--- config.mk ---
export PLATFORM = sky130hd
export DESIGN_NAME = multi_channel_iir_param_smoother_top
export DESIGN_NICKNAME = d
export VERILOG_FILES = /design/src/rtl/mcips_pkg.sv /design/src/rtl/mcips_seq.sv /design/src/rtl/mcips_dp.sv /design/src/rtl/multi_channel_iir_param_smoother_top.sv
export SDC_FILE = /design/constraint.sdc
export NUM_CORES = 2
export LEC_CHECK = 0
export BUFFER_PORTS_ARGS = -buffer_cell sky130_fd_sc_hd__clkbuf_2
export CAP_MARGIN = 40
export CORE_ASPECT_RATIO = 0.8
export CORE_UTILIZATION = 30
export DETAILED_ROUTE_END_ITERATION = 8
export REMOVE_ABC_BUFFERS = 1
export SETUP_SLACK_MARGIN = 0.1
export SYNTH_ARGS = -nofsm -noshare
export SYNTH_HDL_FRONTEND = slang
export SYNTH_SLANG_ARGS = --single-unit
--- constraint.sdc ---
create_clock -name clk -period 12.5 [get_ports clk]
set_input_delay 1.25 -clock clk [delete_from_list [all_inputs] [get_ports clk]]
set_output_delay 1.25 -clock clk [all_outputs]
set_load 0.005 [all_outputs]
--- src/rtl/mcips_pkg.sv ---
// package: widths, microcode word layout and the control program of the smoother bank
`timescale 1ns / 1ps
package mcips_pkg;

  localparam int SLOT_COUNT = 8;
  localparam int SLOT_W     = 4;
  localparam int SLOT_IDX_W = (SLOT_COUNT > 1) ? $clog2(SLOT_COUNT) : 1;
  localparam int VAL_W      = 32;
  localparam int COEF_W     = 18;
  localparam int FRAC_W     = 16;
  localparam int PROD_W     = COEF_W + VAL_W;
  localparam int ACC_W      = PROD_W + 2;
  localparam int RND_W      = ACC_W - FRAC_W;
  localparam int CFG_IDX_W  = 2;
  localparam int PC_W       = 3;

  localparam logic signed [COEF_W-1:0] COEF_FB1_RST     = '0;
  localparam logic signed [COEF_W-1:0] COEF_FB2_RST     = '0;
  localparam logic signed [COEF_W-1:0] COEF_IN_NOW_RST  = COEF_W'(65536);
  localparam logic signed [COEF_W-1:0] COEF_IN_PREV_RST = '0;

  typedef enum logic [CFG_IDX_W-1:0] {
    REG_FB1, REG_FB2, REG_IN_NOW, REG_IN_PREV
  } cfg_reg_t;

  typedef enum logic [1:0] {
    MUL_FB1, MUL_FB2, MUL_IN_NOW, MUL_IN_PREV
  } mul_sel_t;

  typedef enum logic [1:0] {
    ACC_HOLD, ACC_LOAD, ACC_ADD
  } acc_op_t;

  // conditional jump: take target when the condition holds, else fall through
  typedef enum logic [1:0] {
    JMP_NEXT, JMP_NO_INPUT, JMP_NOT_STEP, JMP_OUT_HOLD
  } jump_t;

  localparam logic [PC_W-1:0] PC_IDLE   = PC_W'(0);
  localparam logic [PC_W-1:0] PC_FINISH = PC_W'(7);

  typedef struct packed {
    logic            ready;
    mul_sel_t        mul_sel;
    acc_op_t         acc_op;
    logic            round;
    logic            finish;
    jump_t           jump;
    logic [PC_W-1:0] target;
  } uword_t;

  typedef struct packed {
    logic in_valid;
    logic step_ok;
    logic out_hold;
  } seq_stat_t;

  function automatic uword_t ucode_rom(input logic [PC_W-1:0] pc);
    uword_t w;
    w = '{ready: 1'b0, mul_sel: MUL_FB1, acc_op: ACC_HOLD, round: 1'b0,
          finish: 1'b0, jump: JMP_NEXT, target: PC_IDLE};
    case (pc)
      3'd0: begin
        w.ready  = 1'b1;
        w.jump   = JMP_NO_INPUT;
        w.target = PC_IDLE;
      end
      3'd1: begin
        // start items and bad slots skip the arithmetic
        w.mul_sel = MUL_FB1;
        w.jump    = JMP_NOT_STEP;
        w.target  = PC_FINISH;
      end
      3'd2: begin
        w.mul_sel = MUL_FB2;
        w.acc_op  = ACC_LOAD;
      end
      3'd3: begin
        w.mul_sel = MUL_IN_NOW;
        w.acc_op  = ACC_ADD;
      end
      3'd4: begin
        w.mul_sel = MUL_IN_PREV;
        w.acc_op  = ACC_ADD;
      end
      3'd5: begin
        w.acc_op = ACC_ADD;
      end
      3'd6: begin
        w.round = 1'b1;
      end
      3'd7: begin
        // wait here while the output register is still occupied
        w.finish = 1'b1;
        w.jump   = JMP_OUT_HOLD;
        w.target = PC_FINISH;
      end
      default: begin
        w.jump   = JMP_NEXT;
      end
    endcase
    return w;
  endfunction

endpackage

--- src/rtl/mcips_seq.sv ---
// microcode sequencer: step counter, control rom lookup and conditional jumps
`timescale 1ns / 1ps
module mcips_seq
  import mcips_pkg::*;
(
  input  logic      clk,
  input  logic      rst_n,
  input  seq_stat_t stat,
  output uword_t    uw
);

  logic [PC_W-1:0] pc_r;
  logic [PC_W-1:0] pc_nxt;
  logic            take;

  assign uw = ucode_rom(pc_r);

  always_comb begin
    case (uw.jump)
      JMP_NO_INPUT: take = !stat.in_valid;
      JMP_NOT_STEP: take = !stat.step_ok;
      JMP_OUT_HOLD: take = stat.out_hold;
      default:      take = 1'b0;
    endcase
    pc_nxt = take ? uw.target : pc_r + PC_W'(1);
  end

  always_ff @(posedge clk) begin
    if (!rst_n) begin
      pc_r <= PC_IDLE;
    end else begin
      pc_r <= pc_nxt;
    end
  end

endmodule

--- src/rtl/mcips_dp.sv ---
// datapath: coefficients, per-slot history, shared multiplier, accumulator, output register
`timescale 1ns / 1ps
module mcips_dp
  import mcips_pkg::*;
(
  input  logic                  clk,
  input  logic                  rst_n,
  input  uword_t                uw,
  output seq_stat_t             stat,
  input  logic                  cfg_wr_en,
  input  logic [CFG_IDX_W-1:0]  cfg_index,
  input  logic [COEF_W-1:0]     cfg_wdata,
  input  logic                  in_valid,
  input  logic                  in_op,
  input  logic [SLOT_W-1:0]     in_slot,
  input  logic [VAL_W-1:0]      in_start_value,
  input  logic [VAL_W-1:0]      in_target_value,
  output logic                  out_valid,
  input  logic                  out_stall,
  output logic [VAL_W-1:0]      out_smoothed,
  output logic                  out_bad_slot
);

  logic signed [COEF_W-1:0] fb1_r, fb2_r, in_now_c_r, in_prev_c_r;

  logic [VAL_W-1:0]      y1_r [SLOT_COUNT];
  logic [VAL_W-1:0]      y2_r [SLOT_COUNT];
  logic [VAL_W-1:0]      x1_r [SLOT_COUNT];
  logic [VAL_W-1:0]      x0_r [SLOT_COUNT];
  logic [SLOT_COUNT-1:0] hist_vld_r;

  logic                  op_r;
  logic                  bad_r;
  logic [SLOT_W-1:0]     slot_r;
  logic [VAL_W-1:0]      start_r;
  logic [VAL_W-1:0]      target_r;

  logic signed [PROD_W-1:0] prod_r;
  logic signed [ACC_W-1:0]  acc_r;
  logic [VAL_W-1:0]         res_r;

  logic                  out_valid_r;
  logic [VAL_W-1:0]      out_smoothed_r;
  logic                  out_bad_slot_r;

  logic [SLOT_IDX_W-1:0]    idx;
  logic [VAL_W-1:0]         y1, y2, x1, x0;
  logic signed [COEF_W-1:0] coef_sel;
  logic signed [VAL_W-1:0]  val_sel;
  logic signed [PROD_W-1:0] prod;
  logic signed [ACC_W-1:0]  prod_ext;
  logic signed [ACC_W-1:0]  biased;
  logic [RND_W-1:0]         rnd;
  logic [VAL_W-1:0]         sat;
  logic                     in_xfer;
  logic                     in_bad;
  logic                     out_hold;
  logic                     commit;
  logic                     step_ok;

  assign in_xfer  = in_valid && uw.ready;
  assign in_bad   = {1'b0, in_slot} >= (SLOT_W + 1)'(SLOT_COUNT);
  assign out_hold = out_valid_r && out_stall;
  assign commit   = uw.finish && !out_hold;
  assign step_ok  = op_r && !bad_r;

  assign stat = '{in_valid: in_valid, step_ok: step_ok, out_hold: out_hold};

  assign idx = slot_r[SLOT_IDX_W-1:0];
  // slots never written since reset read as zero
  assign y1  = hist_vld_r[idx] ? y1_r[idx] : '0;
  assign y2  = hist_vld_r[idx] ? y2_r[idx] : '0;
  assign x1  = hist_vld_r[idx] ? x1_r[idx] : '0;
  assign x0  = hist_vld_r[idx] ? x0_r[idx] : '0;

  always_comb begin
    case (uw.mul_sel)
      MUL_FB1: begin
        coef_sel = fb1_r;
        val_sel  = $signed(y1);
      end
      MUL_FB2: begin
        coef_sel = fb2_r;
        val_sel  = $signed(y2);
      end
      MUL_IN_NOW: begin
        coef_sel = in_now_c_r;
        val_sel  = $signed(x0);
      end
      MUL_IN_PREV: begin
        coef_sel = in_prev_c_r;
        val_sel  = $signed(x1);
      end
      default: begin
        coef_sel = fb1_r;
        val_sel  = $signed(y1);
      end
    endcase
  end

  assign prod     = coef_sel * val_sel;
  assign prod_ext = {{(ACC_W - PROD_W){prod_r[PROD_W-1]}}, prod_r};

  // round half up to q16.16, then clamp to the 32-bit range
  assign biased = acc_r + ACC_W'(1 << (FRAC_W - 1));
  assign rnd    = biased[ACC_W-1:FRAC_W];

  always_comb begin
    if (rnd[RND_W-1:VAL_W-1] == '0 || rnd[RND_W-1:VAL_W-1] == '1) begin
      sat = rnd[VAL_W-1:0];
    end else if (rnd[RND_W-1]) begin
      sat = {1'b1, {(VAL_W - 1){1'b0}}};
    end else begin
      sat = {1'b0, {(VAL_W - 1){1'b1}}};
    end
  end

  always_ff @(posedge clk) begin
    if (!rst_n) begin
      fb1_r       <= COEF_FB1_RST;
      fb2_r       <= COEF_FB2_RST;
      in_now_c_r  <= COEF_IN_NOW_RST;
      in_prev_c_r <= COEF_IN_PREV_RST;
    end else if (cfg_wr_en) begin
      case (cfg_reg_t'(cfg_index))
        REG_FB1:     fb1_r       <= $signed(cfg_wdata);
        REG_FB2:     fb2_r       <= $signed(cfg_wdata);
        REG_IN_NOW:  in_now_c_r  <= $signed(cfg_wdata);
        REG_IN_PREV: in_prev_c_r <= $signed(cfg_wdata);
        default: begin
        end
      endcase
    end
  end

  always_ff @(posedge clk) begin
    if (in_xfer) begin
      op_r     <= in_op;
      bad_r    <= in_bad;
      slot_r   <= in_slot;
      start_r  <= in_start_value;
      target_r <= in_target_value;
    end
    prod_r <= prod;
    case (uw.acc_op)
      ACC_LOAD: acc_r <= prod_ext;
      ACC_ADD:  acc_r <= acc_r + prod_ext;
      default:  acc_r <= acc_r;
    endcase
    if (uw.round) begin
      res_r <= sat;
    end
    if (commit && !bad_r) begin
      if (op_r) begin
        x1_r[idx] <= x0;
        y2_r[idx] <= y1;
        y1_r[idx] <= res_r;
        x0_r[idx] <= x0;
      end else begin
        x1_r[idx] <= start_r;
        y2_r[idx] <= start_r;
        y1_r[idx] <= start_r;
        x0_r[idx] <= target_r;
      end
    end
    if (commit) begin
      out_smoothed_r <= step_ok ? res_r : '0;
      out_bad_slot_r <= bad_r;
    end
  end

  always_ff @(posedge clk) begin
    if (!rst_n) begin
      hist_vld_r  <= '0;
      out_valid_r <= 1'b0;
    end else begin
      if (commit && !bad_r) begin
        hist_vld_r[idx] <= 1'b1;
      end
      if (commit) begin
        out_valid_r <= 1'b1;
      end else if (!out_stall) begin
        out_valid_r <= 1'b0;
      end
    end
  end

  assign out_valid    = out_valid_r;
  assign out_smoothed = out_smoothed_r;
  assign out_bad_slot = out_bad_slot_r;

endmodule

--- src/rtl/multi_channel_iir_param_smoother_top.sv ---
// second-order smoother bank: a step item sums its four products, rounds, then registers the result
// at the finish step; start items and bad slots skip to it; one item is in work at a time,
// so the next transfer waits for the finish step, which holds while the output register stalls
// the four products share one 18x32 multiplier, one product per cycle, then round and clamp
// a new item is taken while the previous result still waits in the output register
// synchronous active-low reset: coefficients to defaults, all slot histories read as zero
`timescale 1ns / 1ps
module multi_channel_iir_param_smoother_top
  import mcips_pkg::*;
(
  input  logic                 clk,
  input  logic                 rst_n,
  input  logic                 cfg_wr_en,
  input  logic [CFG_IDX_W-1:0] cfg_index,
  input  logic [COEF_W-1:0]    cfg_wdata,
  input  logic                 in_valid,
  output logic                 in_stall,
  input  logic                 in_op,
  input  logic [SLOT_W-1:0]    in_slot,
  input  logic [VAL_W-1:0]     in_start_value,
  input  logic [VAL_W-1:0]     in_target_value,
  output logic                 out_valid,
  input  logic                 out_stall,
  output logic [VAL_W-1:0]     out_smoothed,
  output logic                 out_bad_slot
);

  uword_t    uw;
  seq_stat_t stat;

  assign in_stall = !uw.ready;

  mcips_seq u_seq (
    .clk   (clk),
    .rst_n (rst_n),
    .stat  (stat),
    .uw    (uw)
  );

  mcips_dp u_dp (
    .clk             (clk),
    .rst_n           (rst_n),
    .uw              (uw),
    .stat            (stat),
    .cfg_wr_en       (cfg_wr_en),
    .cfg_index       (cfg_index),
    .cfg_wdata       (cfg_wdata),
    .in_valid        (in_valid),
    .in_op           (in_op),
    .in_slot         (in_slot),
    .in_start_value  (in_start_value),
    .in_target_value (in_target_value),
    .out_valid       (out_valid),
    .out_stall       (out_stall),
    .out_smoothed    (out_smoothed),
    .out_bad_slot    (out_bad_slot)
  );

endmodule
# After elaboration in Yosys (flattened, before gate mapping)
# Memory sizes are Yosys's and may differ from the RTL's. A register that Yosys moved wholly into a read port is not among the register bits.
# Cells that the tools add are included.
[classes]
add_sub_neg = 3
multipliers = 1
n_div = 0
order_cmp = 3
n_eq_ne = 20
shift = 0
muxes = 37
bitwise_logic = 5
n_reduce_logical = 22
[op_table]
columns = ["op", "count"]
rows = [
  ["two-way mux 32 bit", 10],
  ["one-hot mux 32 bit (4 select lines)", 1],
  ["one-hot mux 52 bit (2 select lines)", 1],
  ["one-hot mux 18 bit (4 select lines)", 1],
  ["adder 52 x 17 -> 52 bit, second input constant", 1],
  ["adder 52 x 50 -> 52 bit", 1],
  ["multiplier 18 x 32 -> 50 bit", 1],
  ["two-way mux 3 bit", 5],
  ["one-hot mux 5 bit (3 select lines)", 1],
  ["== test 2 bit, second input constant", 7],
  ["two-way mux 1 bit", 13],
  ["== test 3 bit, second input constant", 4],
  ["== test 2 x 1 -> 1 bit, second input constant", 4],
  ["bitwise OR 8 bit", 1],
  ["AND reduction 2 bit", 4],
  ["== test 3 x 2 -> 1 bit, second input constant", 2],
  ["logical AND 1 bit", 6],
  ["one-hot mux 2 bit (3 select lines)", 1],
  ["== test 5 bit, second input constant", 1],
  ["logical NOT 1 bit", 5],
  ["logical NOT 5 bit", 1],
  [">= comparator 4 bit, second input constant", 1],
  ["logical NOT 2 bit", 2],
  ["less-than comparator 3 x 4 -> 1 bit, second input constant", 1],
  ["other kinds (13)", 16],
]
[word_totals]
reg_bits = 320
latch_bits = 0
ramBits = 1024
mem_bits_ro = 0
in_bits = 94
out_inout_bits = 35
word_cells = 112
n_memories = 4
[mem_list]
columns = ["name", "words", "width", "rd", "rd_clocked_by_memory_dff", "wr", "line", "text"]
rows = [
  ["u_dp.x0_r", 8, 32, 1, 1, 1, "mcips_dp.sv:29", "logic [VAL_W-1:0] x0_r [SLOT_COUNT];"],
  ["u_dp.x1_r", 8, 32, 1, 1, 1, "mcips_dp.sv:28", "logic [VAL_W-1:0] x1_r [SLOT_COUNT];"],
  ["u_dp.y1_r", 8, 32, 1, 1, 1, "mcips_dp.sv:26", "logic [VAL_W-1:0] y1_r [SLOT_COUNT];"],
  ["u_dp.y2_r", 8, 32, 1, 1, 1, "mcips_dp.sv:27", "logic [VAL_W-1:0] y2_r [SLOT_COUNT];"],
]

# Longest topological paths before layout
[depth]
word_depth = 7
depth_mapped = 34
depth_no_buf = 31

# Modules after synthesis
# A second synthesis with hierarchy kept.
[unflattened]
cells_unflattened = 5512
area_unflattened_um2 = 75413.6
[by_module_without_submodules]
columns = ["mod", "instances", "cells_each", "area_per_inst_um2"]
rows = [
  ["mcips_dp", 1, 5474, 75075.8],
  ["mcips_seq", 1, 37, 334.1],
  ["multi_channel_iir_param_smoother_top", 1, 1, 3.8],
]

# Worst setup path before layout
# No wires, ideal clock.
[synth_path]
path_type = "input to register"
start = "input port out_stall"
end = "memory u_dp.x0_r[0][0], enable pin"
arrival_ns = 10.471
slack_ns = 1.255
path_stages = 4
n_path_buf = 0
path_cell_list = "nand2_1 > nand2_1 > or3_1 > nor3_1"
[synth_via]
elab_chain_cells = 7
word_cells_on_any_way = 9
[synth_lines]
columns = ["element", "line", "text"]
rows = [
  ["from (decl)", "multi_channel_iir_param_smoother_top.sv:23", "input logic out_stall,"],
  ["logical AND 1 bit *", "mcips_dp.sv:63", "assign out_hold = out_valid_r && out_stall;"],
  ["logical NOT 1 bit *", "mcips_dp.sv:64", "assign commit = uw.finish && !out_hold;"],
  ["logical AND 1 bit *", "mcips_dp.sv:64", ""],
  ["logical AND 1 bit *", "mcips_dp.sv:153", "if (commit && !bad_r) begin"],
  ["two-way mux 1 bit", "mcips_dp.sv:153", ""],
  ["two-way mux 1 bit (on tied branches)", "mcips_dp.sv:158, mcips_dp.sv:163", ""],
  ["bitwise OR 1 bit (no source line) *", "-", ""],
  ["to (decl)", "mcips_dp.sv:29", ""],
]
# Every way passes the cells marked *; elsewhere a longest branch is shown, timed or not.

==> impl.org <==
** Power
- In this run the static leakage power is 33.0 nW.
- Logic gate share of total power :: approximately a third
- Worst IR drop on VDD :: roughly 0.12 mV
- In this run switching power makes up between 30% and 40% of total power.
- The clock network accounts for approximately 29% of the total power.
- Int Pwr :: 0.00904 W
- The analysis attributes to net switching a power of between 0.004 and 0.005 W.
- Total power density per cell area :: 162 mW/mm^2
- The share of total power dissipated in sequential elements is between 30% and 40%.

** Timing
- The max-slew violation count is 0.
- Top achievable clock speed :: slightly above 100 MHz
- Worst path setup slack after routing :: approximately 2.7 ns
- Unrepaired setup endpoints after global routing :: no
- For the pin with the worst max-slew slack, the measured transition is approximately 1.1 ns.
- Clk_skew :: ~0.064 ns
- Worst slew margin relative to its limit :: approximately 28%
- Share of the clock period used by the worst path after layout :: 78.3%
- Setup violations remaining at the end of the flow were counted as 0.
- The final hold violation count came to 0.
- After routing, the total negative slack on setup checks comes to 0 ns.
- Crit path time final :: 9.79 ns

** Placement
- Detailed placement HPWL :: approximately 130 mm
- DP Area :: between 0.08 and 0.09 mm^2
- Placed insts :: about 9000
- Number of input and output port buffers inserted :: between 100 and 150
- At the placement stage, the worst setup path has a slack of between 2 and 3 ns.
- At the end of routability-driven placement, the weighted congestion stood at around 0.88.

** Synthesis
- Most area-hungry cell type in the Yosys netlist :: sky130_fd_sc_hd__edfxtp_1
- Area of the mapped netlist :: roughly 0.075 mm^2
- In this run, synthesis inferred around 1200 flip-flops with an integrated enable.
- Flip-flop cell with the highest count after synthesis :: sky130_fd_sc_hd__edfxtp_1
- FFs w/ async S/R, synth :: 0%
- For this run, the number of Yosys warnings is 0.
- Average footprint of a synthesized cell :: ~13 um^2
- Share of the synthesized area in the top cell type :: approximately half
- Seq/Total Area, Yosys :: about 52%
- The synthesized netlist contains ~90 unique library cells.
- Cell count after synthesis :: 5664
- After synthesis the netlist holds a flip-flop and latch count of around 1300.
- Yosys attributes the largest share of cell area to sky130_fd_sc_hd__edfxtp_1 48%, sky130_fd_sc_hd__fa_1 15%, sky130_fd_sc_hd__mux4_2 7.7%.

** GRT
- Global routing used between 10% and 20% of the available tracks.
- Vias in the first global route :: about 47000
- Entering global routing, the biggest net connects ~130 pins.
- The first global-routing pass estimated between 300 and 400 mm of wire.
- Remaining global-route overflow :: 0
- The initial antenna violation count came to 9.

** Status
- The flow ran to the end, and the final reports show no timing, DRC or antenna violations.

** Floorplan
- During I/O placement, the number of pins put on the boundary was approximately 130.
- CORE AREA :: 0.250 mm^2
- Overall die width :: 563 um
- The floorplan step set the die height to roughly 450 um.
- The floorplan has between 150 and 200 rows.
- Area of the die :: 0.253 mm^2
- Once the floorplan was initialized, standard cells occupied between 30% and 40% of the core.

** Clocking
- The clock tree synthesis step divided the H-tree into 4 levels.
- The clock net in this run drives a total of ~1300 sinks.
- No sink is reached through more buffers than the 4 on the longest clock path.
- After clock tree synthesis, the clock-pin slew on the worst setup and hold paths is about 0.060 ns.
- Clock latency on the worst-skew pair, taken at its later pin, is ~0.79 ns.
- Root Driver :: sky130_fd_sc_hd__clkbuf_16
- Post-CTS setup repair buffer count :: 0
- PostCTS Resize Cnt :: 0
- TritonCTS built the clock tree.
- For this design, the CTS-stage hold fixing added 0 buffers.
- In this run, CTS created clock tree buffers numbering about 140.

** Worst setup path
- The worst setup path is captured at a flip-flop.
- For the worst flop-to-flop path, the logic depth is 29.
- CP startpoint kind :: flip-flop
- CP most frequent cell :: sky130_fd_sc_hd__fa_1
- The slowest stage of the critical path belongs to the cell sky130_fd_sc_hd__o21ai_2.
- Data required time of the worst path :: 13.21 ns
- The critical path is of the flip-flop to flip-flop type.
- STA puts the critical path data arrival time at between 10 and 15 ns.
- Largest stage delay on the critical path :: 0.69 ns
- Of all nets on the critical path, the largest fanout is roughly 130.

** Final layout
- Combined area of the multi-input logic cells :: around 0.033 mm^2
- Net total in the final layout :: 6623
- Count of placed standard cells in the final layout, fillers left out :: slightly above 9000
- Fraction of layout instances using a drive strength above 1 :: between 10% and 20%
- Fin area :: 0.0847 mm^2
- Synthesis-to-finish area growth :: 12.3%
- Fill cells in the final layout number between 20000 and 25000.
- Across the whole layout, storage elements account for 0.0391 mm^2.

** Drt
- Once detail routing completed, the nets flagged for antenna violations numbered 0.
- Using the TritonRoute via totals, the vias-per-cell ratio works out to around 5.
- For this block, the via count after detailed routing is 46000.
- The first TritonRoute pass finished after 5 iterations.
- Mean routed wirelength per cell :: approximately 22 um
- Summed over all layers, the routed wires come to ~200 mm.
- DRC violations left :: 0
- Number of violations reported at the end of detailed-routing iteration 0 :: around 4300

** Hold path
- Hold Path Depth :: 2
- Type of the most critical hold path :: flip-flop to flip-flop

** Run
- The tool flagged a number of max-cap violations equal to 0.
[logic make-up (layout without fill, tap and decap cells)]
kind of cell | Yosys count | in the layout | synth area share [%]
compound gates | 717 | 717 | 5.96
xor+xnor | 130 | 130 | 1.51
fa+ha+maj | 733 | 733 | 17.7
buf+inv | 967 | 1189 | 5.00
flops | 1347 | 1347 | 51.8
mux | 433 | 433 | 10.1
other cells | 0 | 2 | 0
simple gates | 1337 | 1337 | 7.92
[routing by layer]
metal | GRT usage, % | wire length (um)
met3 | 2.78 | 15100
met4 | 3.58 | 4090
met5 | 0 | 0
met1 | 22.2 | 88200
met2 | 25.1 | 93800
[flip-flops by register name, indices dropped and copies added, names as in the netlist, 3 cells and up, named ones only]
| name | flops |
|---|---|
| u_dp.slot_r | 3 |
| u_dp.fb1_r | 18 |
| u_dp.res_r | 32 |
| u_dp.hist_vld_r | 8 |
| u_dp.prod_r | 50 |
| u_dp.acc_r | 52 |
| u_dp.y2_r | 256 |
| u_dp.start_r | 32 |
| u_dp.in_now_c_r | 18 |
| u_dp.x1_r | 256 |
| u_dp.target_r | 32 |
| u_dp.in_prev_c_r | 18 |
| u_dp.fb2_r | 18 |
| u_dp.x0_r | 256 |
| u_dp.out_smoothed | 32 |
| u_dp.y1_r | 256 |
| u_seq.pc_r | 3 |
[through the flow]
step	total power, W	hold WS [ns]	utilization (%)
floorplan	0.00861	0.435	-
global placement	0.00980	0.443	32.1
detailed placement	0.00986	0.453	32.2
CTS	0.0138	0.466	33.9
global route	0.0144	0.477	33.9
finish	0.0138	0.465	33.9
[power by group through the flow]
stage	registers, W	clock network, W	logic, W
floorplan	0.00567	0	0.00294
global placement	0.00559	0	0.00421
detailed placement	0.00556	0	0.00430
CTS	0.00547	0.00401	0.00433
global route	0.00549	0.00419	0.00469
finish	0.00546	0.00394	0.00435
[synthesized netlist by cell type, drive strengths merged (12+ instances only)]
cell	count
buf	84
a221oi	23
inv	707
and2	78
nor2b	102
nand2b	51
clkbuf	174
a21oi	219
ha	178
a21boi	74
edfxtp	1210
and3	26
a21o	53
mux2	57
fa	555
nor2	216
mux4	258
mux2i	118
xnor2	79
o22ai	34
dfxtp	137
a31oi	14
nand3	39
nor3	16
o21a	25
nand4	21
o21bai	12
nand2	742
xor2	51
or2	14
o21ai	186
[worst paths after layout]
| check | start | to | slack, ns |
|---|---|---|---|
| max | flip-flop | u_dp.prod_r[47] | 2.71 |
| max reg2reg | flip-flop | u_dp.prod_r[47] | 2.71 |
| min | u_dp.in_now_c_r[12] | u_dp.in_now_c_r[12] | 0.46 |
| min reg2reg | u_dp.in_now_c_r[12] | u_dp.in_now_c_r[12] | 0.46 |
[area by class of cell]
class	count	share of cell area (%)
clock buffer	175	4.37
multi-input combinational	3350	38.7
sequential	1347	46.2
tap	3320	4.90
timing repair buffer	250	2.16
inverter	708	3.14
clock inverter	56	0.536
antenna	2	0.00591
[worst max-delay path, delay by kind of cell, from the launching register on]
family,cells,cell delay [ns]
compound gates,9,2.97
fa+ha+maj,7,3.18
buf+inv,7,1.04
flops,1,0.54
mux,2,0.66
simple gates,4,1.13
[placed cells by master, fill, tap and decap left out, types with 97 or more instances in the layout]
| master | count |
|---|---|
| sky130_fd_sc_hd__edfxtp_1 | 1210 |
| sky130_fd_sc_hd__nor2b_1 | 101 |
| sky130_fd_sc_hd__fa_1 | 555 |
| sky130_fd_sc_hd__clkbuf_16 | 142 |
| sky130_fd_sc_hd__dfxtp_1 | 134 |
| sky130_fd_sc_hd__o21ai_0 | 122 |
| sky130_fd_sc_hd__nand2_1 | 741 |
| sky130_fd_sc_hd__buf_4 | 97 |
| sky130_fd_sc_hd__a21oi_1 | 207 |
| sky130_fd_sc_hd__ha_1 | 177 |
| sky130_fd_sc_hd__mux4_2 | 258 |
| sky130_fd_sc_hd__nor2_1 | 208 |
| sky130_fd_sc_hd__inv_1 | 702 |
| sky130_fd_sc_hd__mux2i_1 | 117 |
| sky130_fd_sc_hd__clkbuf_2 | 128 |
Power figures use the tool's default switching activity.
